$ cat src/design/sbe_pkg.sv
// Shared types and constants for the stack bytecode executor.
// Used by every module of the block but sbe_ram; depends on nothing else.
package sbe_pkg;

  // Field widths of the item channels
  localparam int unsigned OP_W       = 5;
  localparam int unsigned OPND_W     = 32;
  localparam int unsigned DATA_W     = 64;
  localparam int unsigned STAT_W     = 4;
  localparam int unsigned CFG_IDX_W  = 2;
  localparam int unsigned CFG_DATA_W = 20;
  localparam int unsigned LOCN_W     = 9;
  localparam int unsigned CONSTN_W   = 11;
  localparam int unsigned STEP_W     = 20;

  // Parameter defaults
  localparam int unsigned STACK_DEPTH_DEF = 64;
  localparam int unsigned LOCALS_MAX_DEF  = 256;
  localparam int unsigned CONSTS_MAX_DEF  = 1024;
  localparam logic [STEP_W-1:0] STEP_LIMIT_RST = 20'd100000;

  // Configuration register indexes
  localparam logic [CFG_IDX_W-1:0] CFG_LOCALS = 2'd0;
  localparam logic [CFG_IDX_W-1:0] CFG_CONSTS = 2'd1;
  localparam logic [CFG_IDX_W-1:0] CFG_LIMIT  = 2'd2;

  typedef enum logic [OP_W-1:0] {
    OP_START  = 5'd0,
    OP_WRCONST = 5'd1,
    OP_PUSH   = 5'd2,
    OP_LOAD   = 5'd3,
    OP_STORE  = 5'd4,
    OP_ADD    = 5'd5,
    OP_SUB    = 5'd6,
    OP_MUL    = 5'd7,
    OP_DIV    = 5'd8,
    OP_MOD    = 5'd9,
    OP_NEG    = 5'd10,
    OP_POP    = 5'd11,
    OP_EQ     = 5'd12,
    OP_NE     = 5'd13,
    OP_LT     = 5'd14,
    OP_LE     = 5'd15,
    OP_GT     = 5'd16,
    OP_GE     = 5'd17,
    OP_AND    = 5'd18,
    OP_OR     = 5'd19,
    OP_NOT    = 5'd20,
    OP_JMP    = 5'd21,
    OP_JF     = 5'd22,
    OP_JT     = 5'd23,
    OP_RET    = 5'd24,
    OP_CALL   = 5'd25,
    OP_OTHER  = 5'd26
  } sbe_op_e;

  typedef enum logic [STAT_W-1:0] {
    ST_RUN      = 4'd0,
    ST_RET      = 4'd1,
    ST_UNDER    = 4'd2,
    ST_BADLOC   = 4'd3,
    ST_BADCONST = 4'd4,
    ST_DIVZERO  = 4'd5,
    ST_UNSUP    = 4'd6,
    ST_LIMIT    = 4'd7,
    ST_OVER     = 4'd8
  } sbe_status_e;

  typedef enum logic [1:0] {
    MD_MUL,
    MD_DIV,
    MD_MOD
  } sbe_md_e;

  typedef enum logic [2:0] {
    S_CLR_RST,
    S_IDLE,
    S_ISSUE,
    S_EXEC,
    S_MULDIV,
    S_CLR_START,
    S_DONE
  } sbe_state_e;

  // Controller to datapath
  typedef struct packed {
    logic accept;
    logic issue;
    logic md_start;
    logic commit;
    logic clear;
    logic out_load;
  } sbe_cmd_t;

  // Datapath to controller
  typedef struct packed {
    logic is_start;
    logic need_exec;
    logic is_muldiv;
    logic md_done;
    logic clr_last;
  } sbe_stat_t;

endpackage

$ cat src/design/sbe_ctrl.sv
// Sequencing state machine of the executor: handshakes and step commands.
// Depends on sbe_pkg for the state, command and status types.
module sbe_ctrl import sbe_pkg::*; (
  input  logic      clk_i,
  input  logic      rst_ni,
  input  logic      in_valid_i,
  output logic      in_stall_o,
  output logic      out_valid_o,
  input  logic      out_stall_i,
  input  sbe_stat_t stat_i,
  output sbe_cmd_t  cmd_o
);

  sbe_state_e state_q, state_d;
  logic       out_valid_q, out_valid_d;
  logic       out_free;

  assign out_free = !out_valid_q || !out_stall_i;

  // next state
  always_comb begin
    state_d = state_q;
    unique case (state_q)
      S_CLR_RST: begin
        if (stat_i.clr_last) state_d = S_IDLE;
      end
      S_IDLE: begin
        if (in_valid_i) state_d = S_ISSUE;
      end
      S_ISSUE: begin
        if (stat_i.is_start) state_d = S_CLR_START;
        else if (stat_i.need_exec) state_d = S_EXEC;
        else state_d = S_DONE;
      end
      S_EXEC: begin
        if (stat_i.is_muldiv) state_d = S_MULDIV;
        else state_d = S_DONE;
      end
      S_MULDIV: begin
        if (stat_i.md_done) state_d = S_DONE;
      end
      S_CLR_START: begin
        if (stat_i.clr_last) state_d = S_DONE;
      end
      S_DONE: begin
        if (out_free) state_d = S_IDLE;
      end
      default: state_d = S_IDLE;
    endcase
  end

  // outputs
  always_comb begin
    cmd_o          = '0;
    cmd_o.accept   = (state_q == S_IDLE) && in_valid_i;
    cmd_o.issue    = (state_q == S_ISSUE);
    cmd_o.md_start = (state_q == S_EXEC) && stat_i.is_muldiv;
    cmd_o.commit   = ((state_q == S_EXEC) && !stat_i.is_muldiv) ||
                     ((state_q == S_MULDIV) && stat_i.md_done);
    cmd_o.clear    = (state_q == S_CLR_RST) || (state_q == S_CLR_START);
    cmd_o.out_load = (state_q == S_DONE) && out_free;
  end

  // result beat valid
  always_comb begin
    out_valid_d = out_valid_q;
    if (cmd_o.out_load) out_valid_d = 1'b1;
    else if (!out_stall_i) out_valid_d = 1'b0;
  end

  always_ff @(posedge clk_i or negedge rst_ni) begin
    if (!rst_ni) begin
      state_q     <= S_CLR_RST;
      out_valid_q <= 1'b0;
    end else begin
      state_q     <= state_d;
      out_valid_q <= out_valid_d;
    end
  end

  assign in_stall_o  = (state_q != S_IDLE);
  assign out_valid_o = out_valid_q;

endmodule

$ cat config.mk
export PLATFORM = sky130hd
export DESIGN_NAME = sbe_ctrl
export DESIGN_NICKNAME = d
export VERILOG_FILES = /design/src/design/sbe_pkg.sv /design/src/design/sbe_ctrl.sv
export SDC_FILE = /design/constraint.sdc
export NUM_CORES = 1
export LEC_CHECK = 0
export BUFFER_PORTS_ARGS = -buffer_cell sky130_fd_sc_hd__buf_2
export CAP_MARGIN = 20
export CORE_MARGIN = 3
export CORE_UTILIZATION = 28
export CTS_CLUSTER_SIZE = 40
export DETAILED_ROUTE_END_ITERATION = 8
export PLACE_DENSITY_LB_ADDON = 0.3
export SLEW_MARGIN = 25
export SYNTH_ARGS = -nofsm -noshare
export SYNTH_HDL_FRONTEND = slang
export SYNTH_SLANG_ARGS = --single-unit
$ cat constraint.sdc
create_clock -name clk_i -period 2.1 [get_ports clk_i]
set_input_delay 0.315 -clock clk_i [delete_from_list [all_inputs] [get_ports clk_i]]
set_output_delay 0.315 -clock clk_i [all_outputs]
set_load 0.05 [all_outputs]
### Yosys cells after proc, flatten, opt, wreduce, memory -nomap -nowiden

Index checks and enable logic that the tools add are counted.

* flip-flop bits (word level): 4
* bits of input ports: 9
* output and inout bits: 8
* logic and storage cells: 39

* equality and inequality tests: 13
* mux-type cells: 11
* reduce and logical (&&, ||, !) cells: 13

Operator list (count)
* two-way mux 3 bit: 7
* case mux 3 bit (7 select lines): 1
* != test 2 bit, second input constant: 5
* == test 3 bit, second input constant: 3
* == test 3 x 2 -> 1 bit, second input constant: 2
* logical AND 1 bit: 5
* AND reduction 5 bit: 1
* == test 3 x 1 -> 1 bit, second input constant: 1
* zero test 1 bit: 3
* zero test 3 bit: 1
* logical OR 1 bit: 3
* != test 3 x 1 -> 1 bit, second input constant: 1
* two-way mux 1 bit: 2
* two-way mux 2 bit: 1
* != test 2 x 1 -> 1 bit, second input constant: 1

### Depth between registers and ports, before layout

* depth in word-level cells: 4
* gate-level depth with buffers: 4
* gate-level depth less buffers: 3

### Least setup slack after synthesis

OpenSTA, ideal clock, no wires.

* path kind: register -> output
* start point: register state_q[2]
* end point: output cmd_o[2] in the netlist's numbering
* data arrival time: 1.825 ns
* data required time: 1.785 ns
* slack: -0.040 ns
* stages on the path, launching flop included: 4
* buffers on the path: 1
* cells stage by stage: dfrtp_1 -> buf_4 -> nand2_1 -> o32ai_1

RTL lines
* start, declared: RTL line sbe_ctrl.sv:14 `sbe_state_e state_q, state_d;`
* start signal, assigned: RTL line sbe_ctrl.sv:76 `state_q <= state_d;`
* end, declared: RTL line sbe_ctrl.sv:11 `output sbe_cmd_t cmd_o`

==> results.sh <==
export IMPL_synthCells=44
export IMPL_drtIter0Drc=9
export IMPL_cpMaxStageDelayCell="dfrtp_1"
export IMPL_detailed_place_area_um2=449
export IMPL_relSlewSlack_pct=70.7
export IMPL_htreeDepth=1
export IMPL_ys_seq_area_share_pct=27.1
export IMPL_finalSetupTns_ps=0
export IMPL_crit_fanout=14
export IMPL_postCtsSetupBuffers=0
export IMPL_num_vias=389
export IMPL_grt_pass1_vias=362
export IMPL_synth_top_area_cell="dfrtp_1"
export IMPL_ys_seq_elements=4
export IMPL_grt_max_degree=15
export IMPL_final_cell_mix="buf_2 (16), nand2_1 (5)"
export IMPL_initial_utilization_pct=31.5
export IMPL_final_util_pct=41.5
export IMPL_hold_path_class="input pin to asynchronous set/reset pin"
export IMPL_wl_um=844
export IMPL_overflow=0
export IMPL_place_congestion=0.702
export IMPL_period_share_pct=89.4
export IMPL_worstSetupEndpointType="primary output"
export IMPL_worstSkewPairLatency_ps=240
export IMPL_ys_types=26
export IMPL_path_class="register to primary output"
export IMPL_antennaDiodeCount=0
export IMPL_postLayoutCellArea_um2=485
export IMPL_synth_flop_cell="dfrtp_1"
export IMPL_fin_crit_ps=1880
export IMPL_cts_tree="built"
export IMPL_synth_top_area_share_pct=27.1
export IMPL_max_freq_ghz=0.532
export IMPL_p_leak_nw=0.244
export IMPL_fill_cells=133
export IMPL_syn_nets=53
export IMPL_areaGrowthSynthToFinish_pct=31.5
export IMPL_core_um2=1170
export IMPL_grt_pass1_wl_um=1440
export IMPL_root_buffer="clkbuf_4"
export IMPL_cts_buffers=3
export IMPL_cp_start_kind="register"
export IMPL_worst_path_buf_inv=1
export IMPL_use_met3_pct=1.72
export IMPL_dieArea_um2=1790
export IMPL_synth_edf_count=0
export IMPL_slowest_delay_ps=530
export IMPL_r2r_cells=3
export IMPL_drtPass1Iterations=4
export IMPL_routed_via_density=5.26
export IMPL_rsz0062_at_grt="false"
export IMPL_port_buffer_count=16
export IMPL_syn_area_um2=369
export IMPL_finClkSkew_ps=7.96
export IMPL_ff2ff_setup_slack_ps=640
export IMPL_cts_path_max_buffers=2
export IMPL_final_common_cell="buf_2"
export IMPL_ir_drop_mv=0.521
export IMPL_regToRegStartpoint="state_q[2]"
export IMPL_synthArstFlopShare_pct=100
export IMPL_ios=17
export IMPL_maxCapViolations=0
export IMPL_nets=71
export IMPL_syn_avg_cell_area_um2=8.39
export IMPL_rows=12
export IMPL_wire_per_inst_um=11.4
export IMPL_drive_gt1_share_pct=43.3
export IMPL_setup_violations=0
export IMPL_ys_top_cells_by_area="dfrtp_1 (27%), o21ba_1 (5.4%), nand2_1 (5.1%)"
export IMPL_fp_dieH_um=42.3
export IMPL_die_w_um=42.3
export IMPL_cp_data_arrival_time_ps=1560
export IMPL_finalHoldViolations=0
export IMPL_grt_util_met2_pct=17.0
export IMPL_outcome="complete, no violations"
export IMPL_synth_warnings=0
export IMPL_track_usage_pct=10.1
export IMPL_hold_slack_ps=405
export IMPL_worst_pin_slew_ps=440
export IMPL_ant_nets=0
export IMPL_power_density_nw_per_um2=1780
export IMPL_clock_sinks=4
export IMPL_r2r_end="state_q[2]"
export IMPL_power_mw=0.862
export IMPL_crit_family="flip-flops"
export IMPL_use_met1_pct=11.9
export IMPL_clkTransAtPathRegs_ps=40
export IMPL_drv_slew=0
export IMPL_antenna_found_initial=0
export IMPL_path_cells="nor2b_2 -> nand2_1 -> o32ai_2 -> buf_2"
export IMPL_drcViolationCount=0
export IMPL_required_ps=1780
export IMPL_detailedPlacementHpwl_um=630
export IMPL_grt_busiest_layer="met2"
where the power goes:
| part | switching (mW) | internal, mW |
|---|---|---|
| combinational | 0.348 | 0.193 |
| sequential | 0.104 | 0.118 |
| clock | 0.0347 | 0.0641 |
| total | 0.488 | 0.375 |
synthesized netlist by cell type (all sizes together) (2+ instances only):
cell type and instances:
nor3 2, nor2b 2, buf 4, mux2 2, nand2 5, inv 3, a21oi 2, dfrtp 4
a211oi 2, o21ai 2, o21ba 2, nor2 3
cell families (layout without fill, tap and decap cells):
family	count (synthesis)	after routing	synth area share, %
AND/OR/NAND/NOR	17	17	26.8
AO/OA/AOI/OAI	14	14	30.2
buffers and inverters	7	23	9.83
flip-flops	4	4	27.1
multiplexers	2	2	6.10
routing by layer:
| metal | wire length (um) | part of all wire (%) | vias up |
|---|---|---|---|
| met5 | 0 | 0 | - |
| met2 | 420 | 50 | 7 |
| li1 | - | - | 197 |
| met1 | 386 | 46 | 185 |
| met3 | 37 | 4.4 | 0 |
| met4 | 0 | 0 | 0 |
stage by stage:
step,setup slack (ps),instances
after floorplan,45.1,44
after global placement,397,70
after detailed placement,360,70
after CTS,89.4,74
after global routing,85.8,74
final,222,74
flip-flops by register name, indices dropped and copies added, names as in the netlist:
| signal | count |
|---|---|
| out_valid_o | 1 |
| state_q | 3 |
cell type report:
| class | instances | area [um2] | area share (%) |
|---|---|---|---|
| clock buffers | 3 | 22.5 | 4.64 |
| multi-input cells | 33 | 243 | 50.0 |
| flip-flops and latches | 4 | 101 | 20.9 |
| repair buffers | 17 | 90.1 | 18.6 |
| inverters | 3 | 11.3 | 2.32 |
| well taps | 14 | 17.5 | 3.61 |
worst max path at each step:
stage | cells after the start | to | slack [ps] | from
final | 4 | cmd_o[2] | 220 | state_q[2]
after global routing | 4 | cmd_o[2] | 90 | state_q[2]
after CTS | 4 | cmd_o[2] | 90 | state_q[0]
after detailed placement | 4 | cmd_o[2] | 360 | state_q[0]
after global placement | 4 | cmd_o[2] | 400 | state_q[0]
after floorplan | 4 | cmd_o[1] | 50 | state_q[2]
timing repair:
| item | CTS | global route |
|---|---|---|
| hold endpoints to repair | 4 | 0 |
| resized for setup | 0 | 2 |
| setup endpoints to repair | 0 | 2 |
| hold buffers | 1 | 0 |
No activity file was read; power rests on OpenSTA's default activity.
